File: config.mk
export PLATFORM = sky130hd
export DESIGN_NAME = dcf_adj_ram
export DESIGN_NICKNAME = d
export VERILOG_FILES = /design/src/rtl/dcf_pkg.sv /design/src/rtl/dcf_adj_ram.sv
export SDC_FILE = /design/constraint.sdc
export NUM_CORES = 2
export LEC_CHECK = 0
export BUFFER_PORTS_ARGS = -buffer_cell sky130_fd_sc_hd__buf_2
export CORE_MARGIN = 4
export CORE_UTILIZATION = 30
export DETAILED_ROUTE_END_ITERATION = 16
export PLACE_DENSITY = 0.53
export SLEW_MARGIN = 40
export SYNTH_ARGS = -nofsm -noshare
export SYNTH_HDL_FRONTEND = slang
export SYNTH_SLANG_ARGS = --single-unit
File: constraint.sdc
create_clock -name clk -period 5.9 [get_ports clk]
set_clock_uncertainty 0.1 [all_clocks]
set_input_delay 0.59 -clock clk [delete_from_list [all_inputs] [get_ports clk]]
set_output_delay 0.59 -clock clk [all_outputs]
set_load 0.05 [all_outputs]
File: src/rtl/dcf_pkg.sv
package dcf_pkg;

	// Fixed field widths of the ports
	localparam int NODE_W = 6;
	localparam int CFG_W  = 7;
	localparam int EDGE_W = 64;

	// Visit mark codes
	localparam logic [1:0] MARK_FREE = 2'd0;
	localparam logic [1:0] MARK_PATH = 2'd1;
	localparam logic [1:0] MARK_DONE = 2'd2;

	// One mark entry: visit code and the stack level of a node on the path
	typedef struct packed {
		logic [1:0]        code;
		logic [NODE_W-1:0] lvl;
	} mark_t;

	// Write request into a RAM that holds marks
	typedef struct packed {
		logic              we;
		logic [NODE_W-1:0] addr;
		mark_t             data;
	} mark_wr_t;

endpackage

File: src/rtl/dcf_adj_ram.sv
module dcf_adj_ram
	import dcf_pkg::*;
#(
	parameter int N     = 64,
	parameter int IDX_W = 6
) (
	input  logic             clk,
	input  logic             we,
	input  logic [IDX_W-1:0] waddr,
	input  logic [N-1:0]     wdata,
	input  logic [IDX_W-1:0] raddr,
	output logic [N-1:0]     rdata
);

	logic [N-1:0] mem [N];
	logic [N-1:0] rdata_q;

	// Write one row, read one row with a registered output
	always_ff @(posedge clk) begin
		if (we) begin
			mem[waddr] <= wdata;
		end
		rdata_q <= mem[raddr];
	end

	assign rdata = rdata_q;

endmodule

-- Word level (Yosys, flattened, before mapping)
Memories as Yosys holds them, arrays and structs flattened. A register that Yosys moved wholly into a read port is not among the register bits.
Index checks and enable logic that the tools add are counted.
- memory bits (writable): 4096
- bits in registers: 0
- input bits: 78
- memories: 1
- output and inout port bits: 64
- multiplexer cells: 2
- memory list (name ; words ; bits a word ; rd ports ; clocked after Yosys merged registers in ; write ports ; line ; source):
    mem ; 64 ; 64 ; 1 ; 1 ; 1 ; dcf_adj_ram.sv:15 ; logic [N-1:0] mem [N];
- operators with widths (cell ; count):
    2-to-1 mux 1 bit ; 2

-- Depth between registers and ports, before layout
- word-level depth: 2
- gate-level depth with buffers: 9
- depth with buffers taken out: 5

-- Worst setup path after synthesis
Ideal clock, no wire load.
- path kind: input-to-reg
- start point: input waddr[3]
- end point: memory mem[48][0], enable pin
- arrival: 5.462 ns
- required time: 5.236 ns
- setup slack: -0.226 ns
- cell stages on the path: 4
- library setup time: 0.564 ns
- cells stage by stage: clkbuf_1 -> nor2b_1 -> nand4b_1 -> nor3_1
- RTL lines (item ; line ; source):
    from (decl) ; dcf_adj_ram.sv:9 ; input logic [IDX_W-1:0] waddr,
    to (decl) ; dcf_adj_ram.sv:15 ;
No word-level cell before the write port.

==> results by group <==
Min path
  – Hold/Removal Path Class: in -> reg

CTS
  – Clock buffer count from CTS: 421
  – Number of sinks driven by the clock tree: 4,160
  – Clock latency of the later-clocked register in the worst-skew pair: 960 ps
  – Clock transition at the registers of the reported paths: 60 ps
  – # Post-CTS Setup Buffers: 0
  – Cells resized by post-CTS repair: 0
  – Clock root buffer master: clkbuf_16
  – TritonCTS clock tree: yes
  – Hold Buf Count CTS: 20
  – Clock Path Buffers: 4
  – H-tree lvl count: 5

Worst setup path
  – Critical path capture point: rdata[47]$_DFF_P_
  – Data arrival, critical path: 3570 ps
  – Startpoint of the worst-slack reg-to-reg timing path: mem[54][19]$_DFFE_PP_
  – Top cell by count, worst path: buf_12
  – Crit-path cells: buf_12 > buf_16 > buf_16 > buf_12 > buf_12 > mux4_2 > mux2i_1 > o22ai_1 > a31oi_1 > a211oi_1
  – CP endpoint kind: flop
  – Destination of the worst register-to-register timing path: rdata[19]$_DFF_P_
  – Critical-path top delay cell: mux4_2
  – Worst path required time: 6600 ps
  – Crit-path max cell delay: 520 ps
  – Worst setup path startpoint: raddr[0]
  – Setup slack, reg-to-reg: 3810 ps
  – Worst R2R Path Depth: 5
  – Max Fanout on Critical Path: 40
  – Critical path launch point type: input pin
  – CP Class: in -> reg

STA
  – Setup Viol. Count Final: 0
  – Clock period minus worst slack: 2866 ps
  – Max-slew headroom: 0.4032
  – Setup WS post-layout: 3035 ps
  – Setup repair after global routing missed its margin: no
  – Worst Max-Slew Pin Slew: 895.2 ps
  – Summed negative setup slack over all endpoints: 0 ps
  – Maximum operating frequency: 0.3490 GHz
  – Part of the cycle the worst path needs: 0.4857
  – Final Hold Fails: 0
  – Slew Limit Fails: 0

Final layout
  – Area Growth Syn to Fin: 16.18%
  – Fraction of final layout cells with drive strength greater than 1: 0.2890
  – NumNets Final: 7,173
  – Final core utilization: 0.3505
  – Filler cell count in the final layout: 47,320

Yosys
  – Most numerous cell in the Yosys netlist: edfxtp_1
  – Top area cells in the synthesized netlist: edfxtp_1, mux4_2, mux2i_1, dfxtp_1, a22oi_1
  – Proportion of synthesized flip-flops having asynchronous set or reset: 0
  – Most used DFF post-synth: edfxtp_1
  – Post-synthesis instance area: 156,300 sq um
  – Synth Net Count: 6,676
  – Warnings, synthesis: 0
  – Count of flip-flops with a built-in enable after synthesis: 4,096
  – Number of instances in the synthesized netlist: 6,598
  – Register bit total from synthesis: 4,160
  – Distinct cell type count after synthesis: 33
  – Post-synthesis cell type with the largest combined area: edfxtp_1
  – Synthesized area per cell: 23.70 sq um
  – Fraction of synthesized cell area taken by the top area cell type: 0.7867
  – Most instantiated cells after synthesis: edfxtp_1, mux4_2, buf_2, a22oi_1, clkbuf_1
  – Sequential element share of the synthesized area: 0.7949

Power
  – VDD IR-drop max: 0.0002572 V
  – Design Power: 61.91 mW
  – Total power divided by cell area: 340.8 nW/um^2
  – Static leakage: 55.64 nW

Detailed routing
  – 1st-iter DRT viols: 8,055
  – DRC errors left: 0
  – Drt via density: 5.234
  – Wire per inst: 31.93 um
  – Total length of routed wires: 459.3 mm
  – Router iterations before antenna repair: 6
  – Number of antenna-violating nets in the routed design: 0
  – Via count: 75,290

Floorplan
  – Width of the die: 729.9 um
  – Boundary pin count: 142
  – Starting density of the core: 0.3017
  – Core area: 518,300 sq um
  – FP Rows: 264
  – Die area: 532,800 sq um
  – Die Span Y: 729.9 um

Global routing
  – Global routing usage summed across all routing layers: 0.1692
  – Initial antenna violation count: 42
  – Global-route wire length before repair: 634.2 mm
  – Largest net degree at the start of global routing: 88
  – Global route total overflow: 0
  – Via count of the first global-routing pass: 76,830

Placed design
  – IO buf count: 141
  – Final GP Congestion: 0.7627
  – Worst-case setup slack after placement: 1904 ps
  – Half-perimeter wire length after placement: 250.4 mm

Run status
  – Outcome: finished, final reports clean

Run
  – Max-cap check violation count: 0
power breakdown:
| part | switching (mW) | internal, mW | leakage, nW |
|---|---|---|---|
| Combinational | 2.01 | 1.07 | 11.7 |
| Sequential | 0.159 | 32.7 | 37.4 |
| Clock | 11.2 | 14.8 | 6.54 |
placed cells by master (no fill, tap or decap), drive strengths merged, types with 19 or more instances in the layout:
cell type,n
edfxtp,4096
mux4,1024
clkbuf,542
buf,423
clkinv,182
a22oi,168
mux2i,135
nor2,112
a22o,88
o22ai,83
and3,64
dfxtp,64
a211oi,63
nand2,58
nand3,45
o221ai,38
inv,33
bufinv,30
or3,29
or2,28
nor2b,28
a41oi,26
dlygate4sd3,20
diode,19
a2bb2oi,19
flip-flops by register name, indices dropped and copies added, names as in the netlist:
signal / count
rdata: 64
mem: 4096
cell type report:
type	count	area [sq um]	share of cell area
Timing Repair Buffer	444	4404	0.02425
Inverter	19	71.32	0.0003926
Antenna cell	19	47.55	0.0002618
Clock buffer	541	11260	0.06199
Tap cell	6916	8653	0.04764
Sequential cell	4160	124300	0.6842
Clock inverter	236	2111	0.01162
Multi-Input combinational cell	2049	30820	0.1697
how the worst min path moves through the flow:
stage | slack [ps] | start | cells after the start | endpoint
global placement | 730 | mem[38][42]$_DFFE_PP_ | 4 | rdata[42]$_DFF_P_
CTS | 0.08 | wdata[33] | 1 | mem[20][33]$_DFFE_PP_
global route | 30 | wdata[39] | 1 | mem[26][39]$_DFFE_PP_
finish | 40 | wdata[39] | 1 | mem[25][39]$_DFFE_PP_
floorplan | 590 | wdata[0] | 0 | mem[0][0]$_DFFE_PP_
detailed placement | 720 | mem[36][42]$_DFFE_PP_ | 4 | rdata[42]$_DFF_P_
logic make-up after synthesis:
family	synth area share
flip-flops	0.7949
multiplexers	0.1561
AO/OA/AOI/OAI	0.02477
buffers and inverters	0.01180
AND/OR/NAND/NOR	0.01240
stage by stage:
stage                     cells  hold WS, ps  area [sq um]
after global placement    13550        733.7        167400
after detailed placement  13560        717.6        167900
final                     14380        37.26        181600
after floorplan            6598        588.9        156400
after global routing      14380        26.28        181600
after CTS                 14360      0.07716        181500
critical path, delay by kind of cell:
| kind | cells | cell delay (ps) |
|---|---|---|
| AO/OA/AOI/OAI | 3 | 630 |
| buffers and inverters | 5 | 1400 |
| multiplexers | 2 | 690 |
per-layer routing:
metal,GRT usage,vias to the layer above,share of wire
met5,0,-,0.00015
met4,0.05203,10,0.031
met3,0.02328,712,0.066
met2,0.2798,2930,0.49
met1,0.2323,42070,0.42
li1,-,29560,-
Note: power is estimated with default switching activity, not from simulation.
