## src/rtl/dcf_pkg.sv

```systemverilog
package dcf_pkg;

	// Fixed field widths of the ports
	localparam int NODE_W = 6;
	localparam int CFG_W  = 7;
	localparam int EDGE_W = 64;

	// Visit mark codes
	localparam logic [1:0] MARK_FREE = 2'd0;
	localparam logic [1:0] MARK_PATH = 2'd1;
	localparam logic [1:0] MARK_DONE = 2'd2;

	// One mark entry: visit code and the stack level of a node on the path
	typedef struct packed {
		logic [1:0]        code;
		logic [NODE_W-1:0] lvl;
	} mark_t;

	// Write request into a RAM that holds marks
	typedef struct packed {
		logic              we;
		logic [NODE_W-1:0] addr;
		mark_t             data;
	} mark_wr_t;

endpackage

```

## src/rtl/dcf_stack_ram.sv

```systemverilog
module dcf_stack_ram
	import dcf_pkg::*;
#(
	parameter int N     = 64,
	parameter int IDX_W = 6,
	parameter int CNT_W = 7
) (
	input  logic             clk,
	input  logic             we,
	input  logic [IDX_W-1:0] waddr,
	input  logic [IDX_W-1:0] wnode,
	input  logic [CNT_W-1:0] wcur,
	input  logic [IDX_W-1:0] raddr,
	output logic [IDX_W-1:0] rnode,
	output logic [CNT_W-1:0] rcur
);

	logic [IDX_W+CNT_W-1:0] mem [N];
	logic [IDX_W+CNT_W-1:0] rdata_q;

	// Save node and cursor of a level, read one level back
	always_ff @(posedge clk) begin
		if (we) begin
			mem[waddr] <= {wnode, wcur};
		end
		rdata_q <= mem[raddr];
	end

	assign rnode = rdata_q[IDX_W+CNT_W-1:CNT_W];
	assign rcur  = rdata_q[CNT_W-1:0];

endmodule

```

## config.mk

```make
export PLATFORM = sky130hd
export DESIGN_NAME = dcf_stack_ram
export DESIGN_NICKNAME = d
export VERILOG_FILES = /design/src/rtl/dcf_pkg.sv /design/src/rtl/dcf_stack_ram.sv
export SDC_FILE = /design/constraint.sdc
export NUM_CORES = 1
export LEC_CHECK = 0
export BUFFER_PORTS_ARGS = -buffer_cell sky130_fd_sc_hd__buf_2
export CAP_MARGIN = 20
export CORE_MARGIN = 2
export CORE_UTILIZATION = 62
export DETAILED_ROUTE_END_ITERATION = 10
export PLACE_DENSITY = 0.78
export SLEW_MARGIN = 25
export SYNTH_ARGS = -nofsm -noshare
export SYNTH_HDL_FRONTEND = slang
export SYNTH_SLANG_ARGS = --single-unit
```

## constraint.sdc

```tcl
create_clock -name clk -period 2.6 [get_ports clk]
set_input_delay 0.13 -clock clk [delete_from_list [all_inputs] [get_ports clk]]
set_output_delay 0.13 -clock clk [all_outputs]
set_load 0.02 [all_outputs]
```

* Yosys cells after proc, flatten, opt, wreduce, memory -nomap -nowiden
Memories as Yosys holds them, arrays and structs flattened. A register that Yosys moved wholly into a read port is not among the register bits.
Index checks and enable logic that the tools add are counted.
** Word-level totals
- Register bits after elaboration :: 0
- Latch bits :: 0
- Memory bits (writable) :: 832
- Bits in read-only memories :: 0
- Input port bits :: 27
- Output and inout bits :: 13
- Memories :: 1
** Memories
- mem :: depth 64, bits a word 13, read ports 1, clocked after Yosys merged registers in 1, write ports 1, line dcf_stack_ram.sv:18 : logic [IDX_W+CNT_W-1:0] mem [N];
** Operators by class
- Add/sub/neg operators :: 0
- Multiply operators :: 0
- Divide/modulo/power cells :: 0
- Order comparisons :: 0
- Equal/unequal tests :: 0
- Shift-type cells :: 0
- Mux-type cells :: 2
- Bitwise gates (word level) :: 0
- Reduce and logical (&&, ||, !) cells :: 0
** Operator list (count)
- $mux W1 :: 2

* Longest topological paths before layout
- Word-level depth :: 2
- Mapped depth :: 9

* Worst setup path after synthesis
No wires, ideal clock.
- Path kind :: input to register
- Start :: in waddr[3]
- End :: mem mem[48][0] (netlist name) (enable)
- Library setup time :: 400 ps
- Data arrival time :: 1585 ps
- Data required time :: 2200 ps
- Slack :: 615 ps
- Stages on the path :: 4
- Path buffers :: 1
- Path through :: clkbuf_1 -> nor2b_1 -> nand4b_1 -> nor3_1
** RTL lines
- start, declared :: line dcf_stack_ram.sv:10 : input logic [IDX_W-1:0] waddr,
- end, declared :: line dcf_stack_ram.sv:18
No word-level cell before the write port.

==> results <==
- The relative slew slack is 0.432.
- Timing analysis after detailed placement gives a worst setup slack of -17.1 ps.
- In the final design database the tool counted roughly 1,600 nets.
- The fraction of final layout cells with drive strength greater than 1 is 0.315.
- The worst setup path is launched from a flop.
- The number of buffers on the longest clock path is 3.
- The setup skew after layout is 31.5 ps.
- For this run, asynchronously set or reset flops after synthesis account for 0.
- Pin placement for this block handled 40 I/O pins.
- Data arrives at the worst endpoint at between 2000 and 3000 ps.
- The number of vias per cell is approximately 6.8.
- The most numerous cell type found on the critical path is mux4_2.
- The number of global-route vias before repair was around 16,000.
- Summed over all layers, the routed wires come to approximately 75,000 µm.
- VDD sags by at most 0.641 mV.
- The first-pass GRT wire length is 110,000 µm.
- The vertical die dimension is 232 µm.
- The final global-route overflow total is 0.
- The flow ran to the end, and the final reports show no timing, DRC or antenna violations.
- In this run, synthesis produced a sequential element count of 845.
- The path category of the worst min-delay check is primary input to flop.
- The finished cells cover ~37,000 µm².
- The measured slew at the worst slew-check pin is 847 ps.
- The first routing iteration left approximately 2,400 violations.
- Of the available clock period, the critical path in the final layout requires 0.831.
- Dividing the detail-routed wire length by the instance count gives approximately 32 µm.
- Clock latency on the worst-skew pair, taken at its later pin, is between 600 and 700 ps.
- The achievable clock frequency is 0.463 GHz.
- The filler cells instantiated in the layout total between 2,000 and 3,000.
- The number of H-tree levels is 3.
- The number of setup buffers added after CTS is 0.
- The post-detailed-route DRC marker count is 0.
- Of all nets on the critical path, the largest fanout is 1.
- At the end of the flow the core is filled with cells to 0.715.
- Power spread over the standard cell area amounts to around 760 nW/µm².
- The number of max-slew violations in the final report is 0.
- The area growth from synthesis to layout is 13.7%.
- The largest area contributor in the synthesized netlist is edfxtp_1.
- TritonCTS built the clock tree.
- The data required time of the critical path is ~3100 ps.
- The delay contributed by the slowest stage of the critical path is between 500 and 600 ps.
- The routability-driven placement congestion ratio is 0.852.
- In this run, synthesis inferred 832 flip-flops with an integrated enable.
- The share of synthesized area in the top cell type comes to 0.772.
- The net count after synthesis is 1,429.
- Setup repair after global routing left no endpoint under its margin.
- In this run the standard cell core region covers roughly 51,000 µm².
- The area of the mapped netlist is 32,300 µm².
- TritonCTS created 82 clock buffers.
- The largest net degree at the start of global routing is 65.
- The largest individual stage delay along the critical path comes from the cell mux4_2.
- The setup TNS is 0 ps.
- After detailed placement, the total cell area comes to 34,200 µm².
- The unique cell type count in the Yosys netlist is 44.
- The number of antenna violations at the first check in global routing is 5.
- The count of nets left with antenna violations once routing finished came out at 0.
- The portion of the post-synthesis area used by sequential elements is 0.780.
- The effective utilization at floorplan is 0.629.
- The most used flip-flop cell after synthesis is edfxtp_1.
- Subtracting the final worst setup slack from the clock period gives 2160 ps.
- Max-cap violations in this run came to 0.
- The area of the die is between 50,000 and 60,000 µm².
- The total of buffers placed on input and output ports is 39.
- The number of clock sinks is 845.
- The mean instance size in the synthesized netlist is 23.1 µm².
- STA classifies the critical path endpoint as a flop.
- The number of warnings reported in the yosys synthesis log is 0.
- Post-CTS repair changed the size of 0 cells.
- The overall power of the completed layout is 27.9 mW.
- The hold violation count in the final report is 0.
- The via count is 15,800.
- The wire-length estimate of the detail-placed layout is approximately 44,000 µm.
- The first detailed-routing pass ran for 5 iterations.
- The critical path goes through mux4_2 -> mux4_2 -> o21ai_1 -> o31ai_1.
- The buffer type at the clock tree root is clkbuf_16.
- The leakage power is 11.8 nW.
- By area the synthesized netlist is led by edfxtp_1, mux4_2, mux2i_1, nor2_1, dfxtp_1.
- The floorplan has 83 rows.
- Counting every instance in the synthesized netlist gives 1,402.
- The repair_antennas step left the layout with diodes totalling 0.
- The width of the die is 232 µm.
- The clock-pin transition on the worst setup and hold timing paths is ~60 ps.
- The total of endpoints with negative setup slack in the final report is 0.
- The all-layer global routing usage is 0.290.
- The critical path in this run is classified as flop to flop.
- The final worst setup slack is 438 ps.
-- worst max-delay path, delay by kind of cell, from the launching register on --
| kind | cells | cell delay [ps] |
|---|---|---|
| DFF | 1 | 390 |
| muxes | 2 | 1100 |
| AOI/OAI and AO/OA | 2 | 520 |
-- per-layer routing --
metal	wire length [µm]	vias to the layer above	global-route usage
li1	-	6345	-
met1	28200	8203	0.423
met2	36400	1053	0.455
met3	7910	163	0.0542
met4	2440	8	0.0970
met5	57	-	0
-- state kept, by name (all words and copies together), names as in the netlist --
signal,flops
mem,832
rdata_q,13
-- metrics by stage --
| stage | hold WS (ps) | instances |
|---|---|---|
| 3_5_place_dp | 456 | 2183 |
| 5_1_grt | 27.6 | 2330 |
| 6_report | 18.3 | 2330 |
| 4_1_cts | 5.62 | 2330 |
| 3_3_place_gp | 444 | 2183 |
| 2_1_floorplan | 229 | 1402 |
-- layout make-up --
| type | instances | area, µm² | share of cell area |
|---|---|---|---|
| well taps | 680 | 851 | 0.0231 |
| repair buffers | 180 | 1480 | 0.0401 |
| clock inverters | 36 | 304 | 0.00827 |
| multi-input cells | 478 | 6660 | 0.181 |
| inverters | 3 | 11.3 | 0.000306 |
| flip-flops and latches | 845 | 25200 | 0.686 |
| clock buffers | 108 | 2230 | 0.0607 |
-- power breakdown --
part           leakage, nW  total [mW]  internal [mW]  switching, mW
clock network         1.25        11.3           6.52           4.81
logic                 2.94        1.48          0.582          0.897
registers             7.59        15.1           15.1         0.0541
-- cell usage in the layout (no fill, tap or decap), types with 9 or more instances in the layout --
master,synthesis,final
clkinv_2,0,16
mux4_2,223,223
nor2_1,71,71
nand2_1,14,14
buf_12,0,15
clkbuf_1,25,21
dfxtp_1,13,13
o221ai_1,15,15
nor2b_1,19,19
mux2i_1,39,39
edfxtp_1,832,832
clkinv_1,1,12
buf_4,17,126
clkbuf_16,0,85
buf_2,23,34
a211oi_1,12,12
a22oi_1,9,9
a21oi_1,10,10
-- worst paths after layout --
check / start / to / slack (ps) / depth (start not counted)
hold reg to reg: mem[19][7] / rdata_q[7] / 840 / 4
setup / recovery: mem[55][3] / rdata_q[3] / 440 / 4
setup reg to reg: mem[55][3] / rdata_q[3] / 440 / 4
hold / removal: wcur[1] / mem[48][1] / 20 / 1
-- synthesized netlist by cell type (all sizes together) (2+ instances only) --
cell and count:
edfxtp 832, mux4 223, nor2 71, buf 51
mux2i 39, clkbuf 25, nor2b 19, o221ai 15
nand2 14, dfxtp 13, a211oi 12, o21ai 11
a21oi 10, a22oi 9, o31ai 8, nand3 6
nand2b 5, nand3b 4, a2111oi 3, mux2 3
o22ai 3, a221o 2, a221oi 2, and2 2
inv 2, nand4 2, nor3 2, o2bb2ai 2
-- timing repair --
item	CTS	global route
hold buffers	3	0
hold endpoints to repair	39	0
setup endpoints to repair	0	0
-- cell families after synthesis --
group                  synth area share
AOI/OAI and AO/OA                0.0185
DFF                               0.780
and+or+nand+nor                  0.0188
buffers and inverters            0.0139
muxes                             0.168
Power figures use the tool's default switching activity.
