[src/rtl/dcf_pkg.sv]
package dcf_pkg;

	// Fixed field widths of the ports
	localparam int NODE_W = 6;
	localparam int CFG_W  = 7;
	localparam int EDGE_W = 64;

	// Visit mark codes
	localparam logic [1:0] MARK_FREE = 2'd0;
	localparam logic [1:0] MARK_PATH = 2'd1;
	localparam logic [1:0] MARK_DONE = 2'd2;

	// One mark entry: visit code and the stack level of a node on the path
	typedef struct packed {
		logic [1:0]        code;
		logic [NODE_W-1:0] lvl;
	} mark_t;

	// Write request into a RAM that holds marks
	typedef struct packed {
		logic              we;
		logic [NODE_W-1:0] addr;
		mark_t             data;
	} mark_wr_t;

endpackage

[src/rtl/dcf_ctrl.sv]
module dcf_ctrl
	import dcf_pkg::*;
#(
	parameter int N     = 64,
	parameter int IDX_W = 6,
	parameter int CNT_W = 7
) (
	input  logic              clk,
	input  logic              arst_n,
	// command
	input  logic              start,
	output logic              busy,
	input  logic [NODE_W-1:0] row_index,
	input  logic              last_row,
	// configuration
	input  logic              cfg_valid,
	input  logic [CFG_W-1:0]  cfg_data,
	// results
	output logic              result_valid,
	output logic [NODE_W-1:0] node_id,
	output logic              acyclic,
	output logic              last_of_run,
	// adjacency RAM
	output logic              adj_we,
	output logic [IDX_W-1:0]  adj_waddr,
	output logic [IDX_W-1:0]  adj_raddr,
	input  logic [N-1:0]      adj_rdata,
	// mark RAM
	output logic              mark_clr,
	output mark_wr_t          mark_wr,
	output logic [IDX_W-1:0]  mark_raddr,
	input  mark_t             mark_rdata,
	// stack RAM
	output logic              stk_we,
	output logic [IDX_W-1:0]  stk_waddr,
	output logic [IDX_W-1:0]  stk_wnode,
	output logic [CNT_W-1:0]  stk_wcur,
	output logic [IDX_W-1:0]  stk_raddr,
	input  logic [IDX_W-1:0]  stk_rnode,
	input  logic [CNT_W-1:0]  stk_rcur
);

	localparam logic [3:0] S_IDLE   = 4'd0;
	localparam logic [3:0] S_ROOT   = 4'd1;
	localparam logic [3:0] S_ROOT_W = 4'd2;
	localparam logic [3:0] S_STEP   = 4'd3;
	localparam logic [3:0] S_EDGE_W = 4'd4;
	localparam logic [3:0] S_POP_W  = 4'd5;
	localparam logic [3:0] S_POP_R  = 4'd6;
	localparam logic [3:0] S_EMIT   = 4'd7;
	localparam logic [3:0] S_EMIT_W = 4'd8;

	logic [3:0]        state_q, state_d;
	logic [CFG_W-1:0]  ncfg_q;
	logic [CNT_W-1:0]  n_q, n_d;
	logic [CNT_W-1:0]  root_q, root_d;
	logic [IDX_W-1:0]  top_q, top_d;
	logic [CNT_W-1:0]  cur_q, cur_d;
	logic [N-1:0]      row_q, row_d;
	logic [CNT_W-1:0]  depth_q, depth_d;
	logic [IDX_W-1:0]  tgt_q, tgt_d;
	logic [CNT_W-1:0]  lvl_q, lvl_d;
	logic              res_vld_q, res_vld_d;
	logic [NODE_W-1:0] res_node_q, res_node_d;
	logic              res_acyc_q, res_acyc_d;
	logic              res_last_q, res_last_d;
	logic [CNT_W-1:0]  cur_dec;
	logic [CNT_W-1:0]  n_sat;
	logic              row_in_range;

	assign cur_dec      = cur_q - CNT_W'(1);
	assign n_sat        = (ncfg_q > CFG_W'(N)) ? CNT_W'(N) : CNT_W'(ncfg_q);
	assign row_in_range = (CFG_W'(row_index) < CFG_W'(N));

	// Search FSM: one cursor step per cycle in S_STEP, registered RAM reads
	always_comb begin
		state_d    = state_q;
		n_d        = n_q;
		root_d     = root_q;
		top_d      = top_q;
		cur_d      = cur_q;
		row_d      = row_q;
		depth_d    = depth_q;
		tgt_d      = tgt_q;
		lvl_d      = lvl_q;
		res_vld_d  = 1'b0;
		res_node_d = res_node_q;
		res_acyc_d = res_acyc_q;
		res_last_d = res_last_q;
		adj_we     = 1'b0;
		adj_waddr  = row_index[IDX_W-1:0];
		adj_raddr  = '0;
		mark_clr   = 1'b0;
		mark_wr    = '0;
		mark_raddr = '0;
		stk_we     = 1'b0;
		stk_waddr  = '0;
		stk_wnode  = top_q;
		stk_wcur   = cur_q;
		stk_raddr  = '0;
		case (state_q)
			S_IDLE: begin
				if (start) begin
					adj_we = row_in_range;
					if (last_row) begin
						n_d      = n_sat;
						mark_clr = 1'b1;
						root_d   = '0;
						depth_d  = '0;
						state_d  = S_ROOT;
					end
				end
			end
			S_ROOT: begin
				if (root_q == n_q) begin
					// no cycle anywhere
					res_vld_d  = 1'b1;
					res_node_d = '0;
					res_acyc_d = 1'b1;
					res_last_d = 1'b1;
					state_d    = S_IDLE;
				end else begin
					mark_raddr = root_q[IDX_W-1:0];
					adj_raddr  = root_q[IDX_W-1:0];
					state_d    = S_ROOT_W;
				end
			end
			S_ROOT_W: begin
				if (mark_rdata.code != MARK_FREE) begin
					root_d  = root_q + CNT_W'(1);
					state_d = S_ROOT;
				end else begin
					top_d             = root_q[IDX_W-1:0];
					cur_d             = n_q;
					row_d             = adj_rdata;
					depth_d           = CNT_W'(1);
					mark_wr.we        = 1'b1;
					mark_wr.addr      = NODE_W'(root_q[IDX_W-1:0]);
					mark_wr.data.code = MARK_PATH;
					mark_wr.data.lvl  = '0;
					state_d           = S_STEP;
				end
			end
			S_STEP: begin
				if (cur_q == '0) begin
					// all neighbors tried: retire the top node
					mark_wr.we        = 1'b1;
					mark_wr.addr      = NODE_W'(top_q);
					mark_wr.data.code = MARK_DONE;
					mark_wr.data.lvl  = '0;
					depth_d           = depth_q - CNT_W'(1);
					if (depth_q == CNT_W'(1)) begin
						root_d  = root_q + CNT_W'(1);
						state_d = S_ROOT;
					end else begin
						stk_raddr = IDX_W'(depth_q - CNT_W'(2));
						state_d   = S_POP_W;
					end
				end else begin
					cur_d = cur_dec;
					if (row_q[cur_dec[IDX_W-1:0]]) begin
						tgt_d      = cur_dec[IDX_W-1:0];
						mark_raddr = cur_dec[IDX_W-1:0];
						adj_raddr  = cur_dec[IDX_W-1:0];
						state_d    = S_EDGE_W;
					end
				end
			end
			S_EDGE_W: begin
				case (mark_rdata.code)
					MARK_FREE: begin
						// descend: save the current top, make the target the top
						stk_we            = 1'b1;
						stk_waddr         = IDX_W'(depth_q - CNT_W'(1));
						top_d             = tgt_q;
						cur_d             = n_q;
						row_d             = adj_rdata;
						mark_wr.we        = 1'b1;
						mark_wr.addr      = NODE_W'(tgt_q);
						mark_wr.data.code = MARK_PATH;
						mark_wr.data.lvl  = NODE_W'(depth_q);
						depth_d           = depth_q + CNT_W'(1);
						state_d           = S_STEP;
					end
					MARK_PATH: begin
						// back edge: emit the path from the target's level
						lvl_d   = CNT_W'(mark_rdata.lvl);
						state_d = S_EMIT;
					end
					default: begin
						state_d = S_STEP;
					end
				endcase
			end
			S_POP_W: begin
				top_d     = stk_rnode;
				cur_d     = stk_rcur;
				adj_raddr = stk_rnode;
				state_d   = S_POP_R;
			end
			S_POP_R: begin
				row_d   = adj_rdata;
				state_d = S_STEP;
			end
			S_EMIT: begin
				if (lvl_q == depth_q - CNT_W'(1)) begin
					res_vld_d  = 1'b1;
					res_node_d = NODE_W'(top_q);
					res_acyc_d = 1'b0;
					res_last_d = 1'b1;
					state_d    = S_IDLE;
				end else begin
					stk_raddr = lvl_q[IDX_W-1:0];
					state_d   = S_EMIT_W;
				end
			end
			S_EMIT_W: begin
				res_vld_d  = 1'b1;
				res_node_d = NODE_W'(stk_rnode);
				res_acyc_d = 1'b0;
				res_last_d = 1'b0;
				lvl_d      = lvl_q + CNT_W'(1);
				state_d    = S_EMIT;
			end
			default: begin
				state_d = S_IDLE;
			end
		endcase
	end

	// Control registers
	always_ff @(posedge clk or negedge arst_n) begin
		if (!arst_n) begin
			state_q   <= S_IDLE;
			ncfg_q    <= CFG_W'(1);
			res_vld_q <= 1'b0;
		end else begin
			state_q   <= state_d;
			res_vld_q <= res_vld_d;
			if (cfg_valid) begin
				ncfg_q <= cfg_data;
			end
		end
	end

	// Search payload registers
	always_ff @(posedge clk) begin
		n_q        <= n_d;
		root_q     <= root_d;
		top_q      <= top_d;
		cur_q      <= cur_d;
		row_q      <= row_d;
		depth_q    <= depth_d;
		tgt_q      <= tgt_d;
		lvl_q      <= lvl_d;
		res_node_q <= res_node_d;
		res_acyc_q <= res_acyc_d;
		res_last_q <= res_last_d;
	end

	assign busy         = (state_q != S_IDLE);
	assign result_valid = res_vld_q;
	assign node_id      = res_node_q;
	assign acyclic      = res_acyc_q;
	assign last_of_run  = res_last_q;

endmodule

[config.mk]
export PLATFORM = sky130hd
export DESIGN_NAME = dcf_ctrl
export DESIGN_NICKNAME = d
export VERILOG_FILES = /design/src/rtl/dcf_pkg.sv /design/src/rtl/dcf_ctrl.sv
export SDC_FILE = /design/constraint.sdc
export NUM_CORES = 1
export LEC_CHECK = 0
export BUFFER_PORTS_ARGS = -buffer_cell sky130_fd_sc_hd__buf_2
export CAP_MARGIN = 5
export CORE_MARGIN = 2
export CORE_UTILIZATION = 23
export CTS_CLUSTER_DIAMETER = 60
export DETAILED_ROUTE_END_ITERATION = 12
export GPL_TIMING_DRIVEN = 0
export PLACE_DENSITY = 0.38
export SLEW_MARGIN = 40
export SYNTH_ARGS = -nofsm -noshare
export SYNTH_HDL_FRONTEND = slang
export SYNTH_SLANG_ARGS = --single-unit
[constraint.sdc]
create_clock -name clk -period 9.5 [get_ports clk]
set_input_delay 0.95 -clock clk [delete_from_list [all_inputs] [get_ports clk]]
set_output_delay 0.95 -clock clk [all_outputs]
set_load 0.02 [all_outputs]
## Yosys cells after proc, flatten, opt, wreduce, memory -nomap -nowiden

Cells that the tools add are included.
W data, S select, Z words.

| word-level totals | value |
|---|---|
| bits of input ports | 103 |
| logic and storage cells | 136 |
| register bits after elaboration | 131 |
| output and inout bits | 71 |

| operators by class | value |
|---|---|
| bitwise logic cells | 1 |
| order comparisons | 2 |
| add/subtract/negate cells | 6 |
| eq/ne operators | 24 |
| mux-type cells | 67 |
| reductions and logical operators | 22 |

Operators by type and width:

| cell | count |
|---|---|
| $pmux W64 S3 | 1 |
| $mux W64 | 2 |
| $mux W7 | 12 |
| $mux W6 | 12 |
| $pmux W7 S4 | 2 |
| $pmux W6 S3 | 3 |
| $mux W15 | 3 |
| $pmux W15 S3 | 1 |
| $pmux W4 S9 | 1 |
| $pmux W6 S2 | 2 |
| $add A7 B1 Y7 const B | 3 |
| $pmux W7 S3 | 1 |
| $mux W4 | 5 |
| $ne A2 B2 Y1 const B | 10 |
| $reduce_and A3 Y1 | 6 |
| $eq A4 B3 Y1 const B | 4 |
| $eq A7 B7 Y1 | 2 |
| $pmux W7 S2 | 1 |
| $sub A7 B1 Y7 const B | 2 |
| $mux W1 | 13 |
| $reduce_and A6 Y1 | 2 |
| $reduce_bool A3 Y1 | 4 |
| $reduce_bool A4 Y1 | 3 |
| $pmux W1 S3 | 3 |
| other kinds (20) | 24 |

## Depth between registers and ports, before layout

| logic depth | value |
|---|---|
| word-level depth | 6 |
| depth in mapped cells | 13 |

## Worst setup path before layout

No wires, ideal clock.

| timing path | value |
|---|---|
| kind | input to register |
| start point | in mark_rdata[7] (netlist name) |
| end point | reg row_q[0], enable pin |
| path slack | 2784 ps |
| setup time | 582 ps |
| data arrival time | 6135 ps |
| buffers on the path | 0 |
| cell stages on the path | 3 |
| cells stage by stage | nor2_1 > nand2_1 > a211oi_1 |

| between the ends | value |
|---|---|
| longest elaborated chain between the ends | 3 |
| elaborated cells between the ends (all ways) | 5 |
| those cells by class | eq/ne: 2; reduce/logical: 3 |

RTL lines:

| element | RTL line | RTL |
|---|---|---|
| from (decl) | dcf_ctrl.sv:32 | `input mark_t mark_rdata,` |
| $logic_not A2 Y1 / $reduce_bool A2 Y1 (equally long branches) | dcf_ctrl.sv:170, dcf_ctrl.sv:129 |  |
| $ne A2 B1 Y1 (no line) / $ne A2 B2 Y1 (equally long branches) | n/a |  |
| $reduce_and A3 Y1 (no line) (*) | n/a |  |
| to (signal assigned) | dcf_ctrl.sv:252 | `row_q <= row_d;` |
| to (decl) | dcf_ctrl.sv:59 | `logic [N-1:0] row_q, row_d;` |

Mark *: on every way between the ends. The rest lies on a longest branch, timed or not.
A chain may end at the register's enable or synchronous reset.

## Final worst setup path

| timing path | value |
|---|---|
| start point | reg cur_q[0], in the netlist stk_wcur[0] |
| end point | out adj_raddr[3] |

| between the ends | value |
|---|---|
| longest elaborated chain between the ends | 6 |
| elaborated cells between the ends (all ways) | 7 |
| those cells by class | add/sub: 1; mux: 5; reduce/logical: 1 |

RTL lines:

| element | RTL line | RTL |
|---|---|---|
| from (decl) | dcf_ctrl.sv:58 | `logic [CNT_W-1:0] cur_q, cur_d;` |
| from (signal assigned) | dcf_ctrl.sv:251 | `cur_q <= cur_d;` |
| $sub A7 B1 Y7 | dcf_ctrl.sv:71 | `assign cur_dec = cur_q - CNT_W'(1);` |
| net cur_dec[0] | dcf_ctrl.sv:67 | `logic [CNT_W-1:0] cur_dec;` |
| $bmux W1 S6 | dcf_ctrl.sv:161 | `if (row_q[cur_dec[IDX_W-1:0]]) begin` |
| $mux W1 (not written as such) | dcf_ctrl.sv:161 |  |
| $mux W6 | dcf_ctrl.sv:161 |  |
| $mux W6 | dcf_ctrl.sv:145 | `if (cur_q == '0) begin` |
| $pmux W6 S3 | dcf_ctrl.sv:101 | `case (state_q)` |
| to (decl) | dcf_ctrl.sv:26 | `output logic [IDX_W-1:0] adj_raddr,` |

The timed path passes the listed nets, and every way through them passes these cells. The select of a mux whose other input is x is not followed.

==> impl_metrics.csv <==
group,metric,value,unit
outcome,outcome,"complete, no violations",
worst_setup_path,cpLargestDelayFamily,"buffers and inverters",
worst_setup_path,worstPathArrival,3.74,ns
synthesis,synthTopCellsByArea,"edfxtp_1, dfrtp_1, mux4_2, nor2_1, nand2_1",
drt,drt_iter0_markers,307,
cts,htreeDepth,4,
worst_setup_path,slowest_stage,"nor4_2",
cts,clock_sinks,131,
worst_setup_path,endpoint_kind,"output pin",
sta,finalClockSkew,0.0146,ns
cts,clockRootBuffer,"clkbuf_16",
pwr,sw_frac_of_total,0.424,
floorplanning,io_pins,174,
layout,nFillCells,3012,
sta,finalHoldViolations,0,
sta,setup_viol,0,
cts,ctsResizeCount,0,
drt,firstDrtPassIters,5,
worst_setup_path,reg2reg_from,"stk_wcur[0]",
grt,grt_antenna_before_repair,6,
synthesis,synth_cell_type_count,65,
min_path,hp-class,"in2async",
sta,fmax,213,MHz
floorplanning,dieArea,30600,µm²
pwr,power_switching,1.24,mW
floorplanning,die_w,175,µm
grt,grt_first_pass_wirelength,31700,µm
sta,hold_slack,0.413,ns
cts,cts_buffers,17,
placed_design,portBuffers,166,
worst_setup_path,critPathRequiredTime,8.55,ns
synthesis,ys_seq_area_frac,0.577,
cts,insertion_delay,0.43,ns
sta,period_share,0.494,
pwr,power_frac_clock,0.225,
floorplanning,initial_utilization,0.234,
layout,final_common_cell,"buf_2",
worst_setup_path,path_buf_inv,5,
synthesis,synth-main-ff-cell,"edfxtp_1",
layout,area_delta_synth_final,30.1,%
synthesis,async_flop_share,0.0916,
pwr,power.internal,1.68,mW
worst_setup_path,start_kind,"flip-flop",
grt,grt_pass1_vias,5359,
worst_setup_path,critical_path_class,"reg2out",
worst_setup_path,cp_max_fo,10,
synthesis,synth_edf_count,119,
drt,wl_per_cell,18.1,µm
pwr,p_comb_frac,0.458,
cts,hold_buffers,0,
floorplanning,placementRows,62,
synthesis,syn_inst,558,
floorplanning,die_h,175,µm
pwr,ir_worst_vdd,0.141,mV
cts,clockBufferDepth,2,
grt,overflow,0,
pwr,pwr-share-seq,0.317,
layout,drive_above_1_share,0.349,
placed_design,gp_congestion,0.778,
pwr,cellPowerDensity,333,nW/µm²
layout,mostFrequentLayoutCells,"buf_2, edfxtp_1, nor2_1, nand2_1, clkbuf_1",
synthesis,synth_top_area_share,0.532,
grt,grt.total_usage,0.137,
worst_setup_path,crit_chain,"buf_2, inv_1, ha_1, xnor2_1, buf_2, nand2_1, a211oi_1, a2111oi_2, nor4_2, o22a_1, buf_6, o211ai_2, buf_2",
worst_setup_path,r2r-end,"tgt_q[3]",
cts,post-cts-setup-buffer-count,0,
drt,drc,0,
synthesis,ys_seq_elements,131,
placed_design,hpwl,16200,µm
sta,worst_pin_slew,0.835,ns
sta,setup-tns-final,0,ns
pwr,p_leak,3.44,nW
run,maxCapViolCount,0,
drt,drt_wl_total,20800,µm
drt,ant_nets,0,
cts,tritoncts,"yes",
layout,nets,863,
synthesis,yosys_warnings,0,
synthesis,syn_area,6720,µm²
sta,layout_min_cycle_time,4.69,ns
synthesis,yosysTopAreaCell,"edfxtp_1",
sta,maxSlewViolCount,0,
sta,grt_setup_unrepaired,"no",
grt,grt_max_degree,17,
drt,dr_total_vias,5170,
worst_setup_path,reg2reg_slack,6.05,ns
worst_setup_path,crit_top_cell,"buf_2",
worst_setup_path,reg2regPathDepth,12,
sta,relSlewSlack,0.443,
worst_setup_path,critPathMaxStageDelay,0.45,ns
drt,vias_per_cell,4.49,
cts,clk_pin_slew,0.06,ns
floorplanning,core,28700,µm²
synthesis,avgSynthCellArea,12.0,µm²
synthesis,syn-num-nets,670,
power groups by stage:
stage	clock, mW	combinational [mW]	sequential (mW)
final	0.654	1.33	0.923
after global routing	0.700	1.47	0.942
after CTS	0.677	1.36	0.923
after detailed placement	0	1.35	0.935
after global placement	0	1.31	0.948
after floorplan	0	0.889	0.943
worst max-delay path by stage:
stage | cells past startpoint | startpoint | slack, ns | end
2_1_floorplan | 3 | mark_rdata[7] | 2.78 | row_q[0]
3_3_place_gp | 4 | mark_rdata[7] | 0.55 | row_q[53]
3_5_place_dp | 10 | stk_wcur[0] | 5.08 | stk_raddr[0]
4_1_cts | 10 | stk_wcur[0] | 4.60 | stk_raddr[0]
5_1_grt | 13 | stk_wcur[0] | 4.38 | mark_raddr[0]
6_report | 13 | stk_wcur[0] | 4.81 | adj_raddr[3]
layout make-up:
type,instances,area (µm²),area share
Clock buffer,17,425,0.0486
Buffer,46,225,0.0258
Timing Repair Buffer,174,898,0.103
Antenna cell,3,7.51,0.000858
Multi-Input combinational cell,359,2600,0.297
Inverter,22,82.6,0.00944
Clock inverter,15,154,0.0176
Tap cell,384,480,0.0549
Sequential cell,131,3870,0.443
routing by layer:
layer  part of all wire  routed length, µm  GRT usage
met2               0.48              10000      0.228
met5             0.0012                 25          0
met1               0.43               9010      0.171
met3              0.070               1450     0.0450
met4              0.015                306     0.0396
per-stage QoR:
step	total power [mW]	util	std cells	worst slack, ns	area [µm²]
floorplan	1.83	-	558	2.78	6720
global placement	2.26	0.280	1108	0.548	8030
detailed placement	2.29	0.284	1116	5.08	8140
CTS	2.96	0.304	1148	4.60	8720
global route	3.11	0.304	1149	4.38	8740
finish	2.91	0.305	1151	4.81	8740
cell usage after synthesis, drive strengths merged (11+ instances only):
cell type,number
a21oi,20
buf,20
clkbuf,26
dfrtp,11
edfxtp,119
inv,21
mux2,11
mux4,12
nand2,56
nor2,58
o21ai,16
xnor2,22
xor2,19
sequential cells by signal (all words and copies together) (netlist names):
name / cells
row_q: 64
depth_q: 7
lvl_q: 7
n_q: 7
ncfg_q: 7
root_q: 7
stk_wcur: 7
node_id: 6
stk_wnode: 6
tgt_q: 6
state_q: 4
acyclic: 1
last_of_run: 1
result_valid: 1
cells by family after synthesis:
| logic type | count (synthesis) | synth area share |
|---|---|---|
| and+or+nand+nor | 174 | 0.122 |
| DFF | 131 | 0.577 |
| AOI/OAI and AO/OA | 103 | 0.114 |
| buffers and inverters | 68 | 0.0458 |
| xor gates and xnor gates | 41 | 0.0534 |
| muxes | 32 | 0.0721 |
| adders and majority gates | 9 | 0.0168 |
Note: power is estimated with default switching activity, not from simulation.
